===== src/sv/assert_macros.svh =====
// assertion macros used by the rtl
// no dependencies
`ifndef ASSERT_MACROS_SVH
`define ASSERT_MACROS_SVH

// check a property on every clock edge outside reset
`define MWR_ASSERT(lbl, clk, rst_n, prop, msg) \
    lbl: assert property (@(posedge clk) disable iff (!rst_n) (prop)) else $error(msg);

// check a property on every clock edge, reset included
`define MWR_ASSERT_ALWAYS(lbl, clk, prop, msg) \
    lbl: assert property (@(posedge clk) (prop)) else $error(msg);

`endif


===== src/sv/mwr_pkg.sv =====
// types and constants of the ranged multiply-with-carry generator
// no dependencies
`timescale 1ns / 1ps

package mwr_pkg;

    localparam int WORD_W = 32;
    localparam int HALF_W = 16;
    localparam int CNT_W  = 5;

    localparam logic [HALF_W-1:0] MUL_Z = 16'd36969;
    localparam logic [HALF_W-1:0] MUL_W = 16'd18000;

    localparam logic [WORD_W-1:0] SEED_Z_RESET = 32'd362436069;
    localparam logic [WORD_W-1:0] SEED_W_RESET = 32'd521288629;

    localparam logic REG_SEED_Z = 1'b0;
    localparam logic REG_SEED_W = 1'b1;

    typedef enum logic [1:0] {
        ST_IDLE,
        ST_START,
        ST_DIV,
        ST_DONE
    } state_t;

    typedef struct packed {
        logic              we_z;
        logic              we_w;
        logic [WORD_W-1:0] data;
    } cfg_wr_t;

    typedef struct packed {
        logic busy;
        logic done;
    } div_status_t;

endpackage


===== src/sv/mwr_gen.sv =====
// seed registers and the two multiply-with-carry halves
// depends on mwr_pkg
`timescale 1ns / 1ps

module mwr_gen (
    input  logic                       clk,
    input  logic                       rst_n,
    input  mwr_pkg::cfg_wr_t           cfg_wr,
    input  logic                       advance,
    output logic [mwr_pkg::WORD_W-1:0] seed_z,
    output logic [mwr_pkg::WORD_W-1:0] seed_w,
    output logic [mwr_pkg::WORD_W-1:0] word
);

    logic [mwr_pkg::WORD_W-1:0] seed_z_reg;
    logic [mwr_pkg::WORD_W-1:0] seed_w_reg;
    logic [mwr_pkg::WORD_W-1:0] z_reg;
    logic [mwr_pkg::WORD_W-1:0] w_reg;
    logic [mwr_pkg::WORD_W-1:0] z_next;
    logic [mwr_pkg::WORD_W-1:0] w_next;

    always_comb
    begin
        z_next = {{mwr_pkg::HALF_W{1'b0}}, mwr_pkg::MUL_Z}
                   * {{mwr_pkg::HALF_W{1'b0}}, z_reg[mwr_pkg::HALF_W-1:0]}
               + {{mwr_pkg::HALF_W{1'b0}}, z_reg[mwr_pkg::WORD_W-1:mwr_pkg::HALF_W]};
        w_next = {{mwr_pkg::HALF_W{1'b0}}, mwr_pkg::MUL_W}
                   * {{mwr_pkg::HALF_W{1'b0}}, w_reg[mwr_pkg::HALF_W-1:0]}
               + {{mwr_pkg::HALF_W{1'b0}}, w_reg[mwr_pkg::WORD_W-1:mwr_pkg::HALF_W]};
    end

    always_ff @(posedge clk or negedge rst_n)
    begin
        if (!rst_n)
        begin
            seed_z_reg <= mwr_pkg::SEED_Z_RESET;
            seed_w_reg <= mwr_pkg::SEED_W_RESET;
            z_reg      <= mwr_pkg::SEED_Z_RESET;
            w_reg      <= mwr_pkg::SEED_W_RESET;
        end
        else
        begin
            if (cfg_wr.we_z)
            begin
                seed_z_reg <= cfg_wr.data;
                z_reg      <= cfg_wr.data;
            end
            else if (advance)
            begin
                z_reg <= z_next;
            end
            if (cfg_wr.we_w)
            begin
                seed_w_reg <= cfg_wr.data;
                w_reg      <= cfg_wr.data;
            end
            else if (advance)
            begin
                w_reg <= w_next;
            end
        end
    end

    // word from the advanced halves, read in the cycle after the advance
    assign word   = {z_reg[mwr_pkg::HALF_W-1:0], {mwr_pkg::HALF_W{1'b0}}} + w_reg;
    assign seed_z = seed_z_reg;
    assign seed_w = seed_w_reg;

endmodule


===== src/sv/mwr_div.sv =====
// bit-serial restoring modulo, one dividend bit per cycle
// depends on mwr_pkg
`timescale 1ns / 1ps

module mwr_div (
    input  logic                       clk,
    input  logic                       rst_n,
    input  logic                       start,
    input  logic [mwr_pkg::WORD_W-1:0] dividend,
    input  logic [mwr_pkg::WORD_W-1:0] divisor,
    output mwr_pkg::div_status_t       status,
    output logic [mwr_pkg::WORD_W-1:0] remainder
);

    logic [mwr_pkg::WORD_W-1:0] rem_reg;
    logic [mwr_pkg::WORD_W-1:0] rem_next;
    logic [mwr_pkg::WORD_W-1:0] shift_reg;
    logic [mwr_pkg::WORD_W-1:0] dvs_reg;
    logic [mwr_pkg::CNT_W-1:0]  cnt_reg;
    logic                       busy_reg;
    logic                       done_reg;
    logic [mwr_pkg::WORD_W:0]   trial;
    logic [mwr_pkg::WORD_W:0]   diff;

    always_comb
    begin
        trial = {rem_reg, shift_reg[mwr_pkg::WORD_W-1]};
        diff  = trial - {1'b0, dvs_reg};
        if (!diff[mwr_pkg::WORD_W])
        begin
            rem_next = diff[mwr_pkg::WORD_W-1:0];
        end
        else
        begin
            rem_next = trial[mwr_pkg::WORD_W-1:0];
        end
    end

    always_ff @(posedge clk or negedge rst_n)
    begin
        if (!rst_n)
        begin
            busy_reg <= 1'b0;
            done_reg <= 1'b0;
            cnt_reg  <= '0;
        end
        else
        begin
            done_reg <= 1'b0;
            if (start)
            begin
                busy_reg <= 1'b1;
                cnt_reg  <= '1;
            end
            else if (busy_reg)
            begin
                cnt_reg <= cnt_reg - 1'b1;
                if (cnt_reg == '0)
                begin
                    busy_reg <= 1'b0;
                    done_reg <= 1'b1;
                end
            end
        end
    end

    always_ff @(posedge clk)
    begin
        if (start)
        begin
            rem_reg   <= '0;
            shift_reg <= dividend;
            dvs_reg   <= divisor;
        end
        else if (busy_reg)
        begin
            rem_reg   <= rem_next;
            shift_reg <= {shift_reg[mwr_pkg::WORD_W-2:0], 1'b0};
        end
    end

    assign status.busy = busy_reg;
    assign status.done = done_reg;
    assign remainder   = rem_reg;

endmodule


===== src/sv/mwc_random_range_core.sv =====
// equal bounds or a wrapped span skip the serial modulo; other ranges pass through it
// one beat at a time: a new range is taken once the last result is loaded; the modulo has 32 steps
// reset: rst_n async active low; seeds and both halves take their reset seeds, no beat pending
// top level: apb seed registers, generator halves, serial modulo and output register
// depends on mwr_pkg, mwr_gen, mwr_div and assert_macros.svh
`timescale 1ns / 1ps
`include "assert_macros.svh"

module mwc_random_range_core (
    input  logic               clk,
    input  logic               rst_n,
    input  logic               psel,
    input  logic               penable,
    input  logic               pwrite,
    input  logic [2:0]         paddr,
    input  logic [31:0]        pwdata,
    output logic [31:0]        prdata,
    output logic               pready,
    input  logic               in_valid,
    output logic               in_ready,
    input  logic signed [31:0] range_low,
    input  logic signed [31:0] range_high,
    output logic               out_valid,
    input  logic               out_ready,
    output logic signed [31:0] value
);

    mwr_pkg::state_t state_reg;
    mwr_pkg::state_t state_next;

    mwr_pkg::cfg_wr_t     cfg_wr;
    mwr_pkg::div_status_t div_stat;

    logic [mwr_pkg::WORD_W-1:0] seed_z;
    logic [mwr_pkg::WORD_W-1:0] seed_w;
    logic [mwr_pkg::WORD_W-1:0] word;
    logic [mwr_pkg::WORD_W-1:0] remainder;
    logic [mwr_pkg::WORD_W-1:0] span;
    logic [mwr_pkg::WORD_W-1:0] span_reg;
    logic [mwr_pkg::WORD_W-1:0] low_reg;
    logic [mwr_pkg::WORD_W-1:0] res_reg;
    logic [mwr_pkg::WORD_W-1:0] out_reg;
    logic                       out_valid_reg;
    logic                       in_beat;
    logic                       same_bounds;
    logic                       advance;
    logic                       div_start;
    logic                       out_load;
    logic                       out_free;
    logic                       wr_en;

    assign wr_en       = psel && penable && pwrite;
    assign cfg_wr.we_z = wr_en && (paddr[2] == mwr_pkg::REG_SEED_Z);
    assign cfg_wr.we_w = wr_en && (paddr[2] == mwr_pkg::REG_SEED_W);
    assign cfg_wr.data = pwdata;
    assign pready      = 1'b1;
    assign prdata      = (paddr[2] == mwr_pkg::REG_SEED_W) ? seed_w : seed_z;

    assign in_beat     = in_valid && in_ready;
    assign same_bounds = (range_low == range_high);
    assign span        = range_high - range_low + 1'b1;
    assign out_free    = !out_valid_reg || out_ready;

    mwr_gen u_gen (
        .clk     (clk),
        .rst_n   (rst_n),
        .cfg_wr  (cfg_wr),
        .advance (advance),
        .seed_z  (seed_z),
        .seed_w  (seed_w),
        .word    (word)
    );

    mwr_div u_div (
        .clk       (clk),
        .rst_n     (rst_n),
        .start     (div_start),
        .dividend  (word),
        .divisor   (span_reg),
        .status    (div_stat),
        .remainder (remainder)
    );

    always_comb
    begin
        state_next = state_reg;
        case (state_reg)
            mwr_pkg::ST_IDLE:
            begin
                if (in_valid)
                begin
                    if (same_bounds || (span == '0))
                    begin
                        state_next = mwr_pkg::ST_DONE;
                    end
                    else
                    begin
                        state_next = mwr_pkg::ST_START;
                    end
                end
            end
            mwr_pkg::ST_START:
            begin
                state_next = mwr_pkg::ST_DIV;
            end
            mwr_pkg::ST_DIV:
            begin
                if (div_stat.done)
                begin
                    state_next = mwr_pkg::ST_DONE;
                end
            end
            mwr_pkg::ST_DONE:
            begin
                if (out_free)
                begin
                    state_next = mwr_pkg::ST_IDLE;
                end
            end
            default:
            begin
                state_next = mwr_pkg::ST_IDLE;
            end
        endcase
    end

    always_comb
    begin
        in_ready  = 1'b0;
        advance   = 1'b0;
        div_start = 1'b0;
        out_load  = 1'b0;
        case (state_reg)
            mwr_pkg::ST_IDLE:
            begin
                in_ready = 1'b1;
                advance  = in_valid && !same_bounds;
            end
            mwr_pkg::ST_START:
            begin
                div_start = 1'b1;
            end
            mwr_pkg::ST_DIV:
            begin
            end
            mwr_pkg::ST_DONE:
            begin
                out_load = out_free;
            end
            default:
            begin
            end
        endcase
    end

    always_ff @(posedge clk or negedge rst_n)
    begin
        if (!rst_n)
        begin
            state_reg     <= mwr_pkg::ST_IDLE;
            out_valid_reg <= 1'b0;
        end
        else
        begin
            state_reg <= state_next;
            if (out_load)
            begin
                out_valid_reg <= 1'b1;
            end
            else if (out_ready)
            begin
                out_valid_reg <= 1'b0;
            end
        end
    end

    always_ff @(posedge clk)
    begin
        if (in_beat)
        begin
            low_reg  <= range_low;
            span_reg <= span;
            if (same_bounds)
            begin
                res_reg <= range_low;
            end
            else
            begin
                res_reg <= '0;
            end
        end
        else if ((state_reg == mwr_pkg::ST_DIV) && div_stat.done)
        begin
            res_reg <= remainder + low_reg;
        end
        if (out_load)
        begin
            out_reg <= res_reg;
        end
    end

    assign out_valid = out_valid_reg;
    assign value     = out_reg;

    `MWR_ASSERT(a_done_in_div, clk, rst_n, div_stat.done |-> (state_reg == mwr_pkg::ST_DIV), "modulo finished outside the divide state")
    `MWR_ASSERT(a_beat_blocks, clk, rst_n, in_beat |=> !in_ready, "second input beat taken before the first result")
    `MWR_ASSERT(a_load_shows, clk, rst_n, out_load |=> out_valid, "loaded result not offered")
    `MWR_ASSERT(a_start_busy, clk, rst_n, div_start |=> div_stat.busy, "modulo did not start")

endmodule


===== config.mk =====
export PLATFORM = sky130hd
export DESIGN_NAME = mwc_random_range_core
export DESIGN_NICKNAME = d
export VERILOG_FILES = /design/src/sv/mwr_pkg.sv /design/src/sv/mwr_gen.sv /design/src/sv/mwr_div.sv /design/src/sv/mwc_random_range_core.sv
export VERILOG_INCLUDE_DIRS = /design/src /design/src/sv
export SDC_FILE = /design/constraint.sdc
export NUM_CORES = 1
export LEC_CHECK = 0
export BUFFER_PORTS_ARGS = -buffer_cell sky130_fd_sc_hd__buf_2
export CAP_MARGIN = 20
export CORE_MARGIN = 2
export CORE_UTILIZATION = 30
export CTS_CLUSTER_SIZE = 28
export DETAILED_ROUTE_END_ITERATION = 8
export PLACE_DENSITY_LB_ADDON = 0.25
export SETUP_SLACK_MARGIN = 0.4
export SYNTH_ARGS = -nofsm -noshare
export SYNTH_HDL_FRONTEND = slang
export SYNTH_SLANG_ARGS = --single-unit

===== constraint.sdc =====
create_clock -name clk -period 17.72 [get_ports clk]
set_clock_uncertainty 0.15 [all_clocks]
set_input_delay 0.886 -clock clk [delete_from_list [all_inputs] [get_ports clk]]
set_output_delay 0.886 -clock clk [all_outputs]
set_load 0.005 [all_outputs]

==> reports/metrics.yaml <==
timing:
  hold_ws_ns: 0.140
  rsz0062_at_grt: "no"
  slew_violations: 0
  final.min_clock_period_ns: 6.44
  fmax_mhz: 155
  relSlewSlack_pct: 32.7
  setup_tns_ns: 0
  setup_viol: 0
  hold_viol_final: 0
  fin_crit_sh_pct: 36.3
  worst_slew_pin_slew_ns: 1.01
global_route:
  track_usage_pct: 16.8
  grt_max_degree: 80
  grt_pass1_wl_um: 126000
  antenna_found_initial: 7
  gr-total-overflow: 0
  grt_pass1_vias: 21100
placement:
  io_buffer_count: 169
  place_area_sq_um: 30600
  gp_congestion: 0.859
  hpwl_um: 63900
synth:
  synth_area_sq_um: 28300
  post-synth-top-area-cell: "edfxtp_1"
  synthTopCellsByArea: "edfxtp_1, ha_1, fa_1, dfrtp_1, dfstp_2"
  synth_edf_count: 192
  synth_mux_area_share_pct: 3.72
  synth-seq-cells: 362
  synth.top_cell.area_share_pct: 20.4
  synthArstFlopShare_pct: 38.1
  synth_cell_types: 90
  syn_avg_cell_area_sq_um: 9.77
  ys.flop_type: "edfxtp_1"
  ys_seq_area_share_pct: 35.1
  synth_top_family_by_area: "adder cells"
  synth_compound_area_share_pct: 15.0
  synth.net_count: 3492
  synth_xor_area_share_pct: 4.02
  synth_cells: 2896
  synthAdderAreaFrac_pct: 24.1
  yosysWarnings: 0
  synthSimpleGateAreaFrac_pct: 13.0
routing:
  wl_met2_um: 36500
  routed.top_layer: "met5"
  drtPass1Iterations: 6
  wl_met3_um: 3180
  wl_per_cell_um: 18.9
  routed_wl_um: 81700
  num_vias: 21500
  drc: 0
  detail_route.iter0.violations: 1397
  ant_nets: 0
  via_per_inst: 4.95
  wl_met1_um: 40200
die:
  dieArea_sq_um: 96800
  num_io_pins: 173
  initial_core_util_pct: 30.3
  die_w_um: 311
  rows: 112
  core-area_sq_um: 93500
  die_h_um: 311
clocking:
  clk_pin_slew_ns: 0.06
  cts_tree: "yes"
  cts_root_buf: "clkbuf_16"
  cts_setup_buffers: 0
  cts_sinks: 362
  post_cts_resized: 0
  cts_hold_buf: 0
  clk_latency_ns: 0.59
  htree_num_levels: 2
  cts_buffers: 44
  cts_buffer_depth: 3
layout:
  final_cell_mix: "ha_1, nand2_1, inv_1, edfxtp_1, a21oi_1"
  area_delta_synth_final_pct: 13.3
  mostFrequentLayoutCell: "ha_1"
  finalNetCount: 3637
  final_cell_area_sq_um: 32100
  drive_gt1_share_pct: 13.6
worst_setup_path:
  r2r_slack_ns: 11.28
  critPathMaxFanout: 7
  path_class: "reg -> reg"
  slowest_delay_ns: 0.70
  r2r_cells: 21
  cp_num_buf_inv: 4
  crit_chain: "inv_1, ha_1, inv_1, ha_1, fa_1, inv_1, fa_1, inv_1, fa_1, fa_1, ha_1, a22o_1, nand3b_1, a211o_1, o211ai_1, or3_1, a211oi_1, o22ai_1, nor2_1, mux2i_1, o31a_1"
  crit_slowest_cell: "dfstp_2"
  crit_start: "u_gen.z_reg[8]"
  crit_family: "adder cells"
  crit_path_start_kind: "register"
  crit-reg2reg-launch: "u_gen.z_reg[8]"
  critPathRequiredTime_ns: 18.04
  arrival_ns: 6.75
  cp-end-kind: "register"
  r2r-end: "u_gen.z_reg[31]"
  cp.depth: 21
worst_hold_path:
  min_path_type: "in -> async"
run:
  drv_cap: 0
run_status:
  status: "complete, no violations"
power_and_ir_drop:
  cellPowerDensity_nw_per_um2: 178
  ir_drop_v: 0.000420
  leakage_uw: 0.0144
==> layout make-up <==
cell class | instances | area [sq um]
antenna | 1 | 2.50
clock buffer | 55 | 1200
clock inverter | 26 | 310
fill | 9668 | 61400
inverter | 286 | 1080
multi-input combinational | 2163 | 17000
sequential | 362 | 9940
tap | 1254 | 1570
timing repair buffer | 184 | 965
==> Yosys cell counts, types with 9 or more instances <==
cell type / number
a21oi_1: 177
o21a_1: 41
a31oi_1: 18
a21o_1: 59
nand2b_1: 33
or3_1: 19
nor4_1: 11
o21bai_1: 16
o31ai_1: 17
nand4_1: 26
fa_1: 92
and2_1: 18
nor3b_1: 10
nand3b_1: 11
mux2_2: 57
o211ai_1: 21
xnor2_1: 78
and3_1: 17
inv_1: 285
dfxtp_1: 32
nand2_1: 308
a211oi_1: 40
o21ai_0: 159
a311oi_1: 9
nor2_1: 164
o31a_1: 9
mux2i_1: 41
clkbuf_1: 73
nor3_1: 46
nand3_1: 68
dfrtp_1: 72
edfxtp_1: 192
xor2_1: 52
nor2b_1: 23
dfstp_2: 66
ha_1: 398
==> worst max path at each step <==
stage | to | slack, ns
6_report | u_gen.z_reg[31] | 11.28
5_1_grt | u_gen.w_reg[31] | 10.92
4_1_cts | u_gen.w_reg[31] | 11.28
3_5_place_dp | u_gen.z_reg[31] | 11.33
3_3_place_gp | u_gen.w_reg[31] | 11.34
2_1_floorplan | u_gen.w_reg[31] | 11.95
==> metrics by stage <==
step	setup WS (ns)	cells	util [%]	power, uW
finish	11.28	4331	34.3	5700
global route	10.92	4330	34.3	6260
CTS	11.28	4330	34.3	5750
detailed placement	11.33	4249	32.7	4740
global placement	11.34	4249	32.7	4780
floorplan	11.95	2896	-	3760
==> per-layer routing <==
metal  global-route usage (%)  vias up
li1                         -    10600
met1                     24.4    10400
met2                     26.3      345
met3                     2.25       92
met4                     3.88        4
met5                        0        -
==> where the power goes <==
group          total [uW]  switching [uW]  internal [uW]
Sequential           1050            90.1            964
Clock                 957             385            572
Combinational        3690            2210           1480
Total                5700            2680           3020
==> cell families (layout without fill, tap and decap cells) <==
logic type,count (synthesis),after routing
AND/OR/NAND/NOR,785,785
AO/OA/AOI/OAI,659,659
adder cells (fa/ha/maj),490,490
buffers and inverters,371,551
flip-flops,362,362
XOR/XNOR,130,130
multiplexers,98,98
other,1,2
Power figures use the tool's default switching activity.
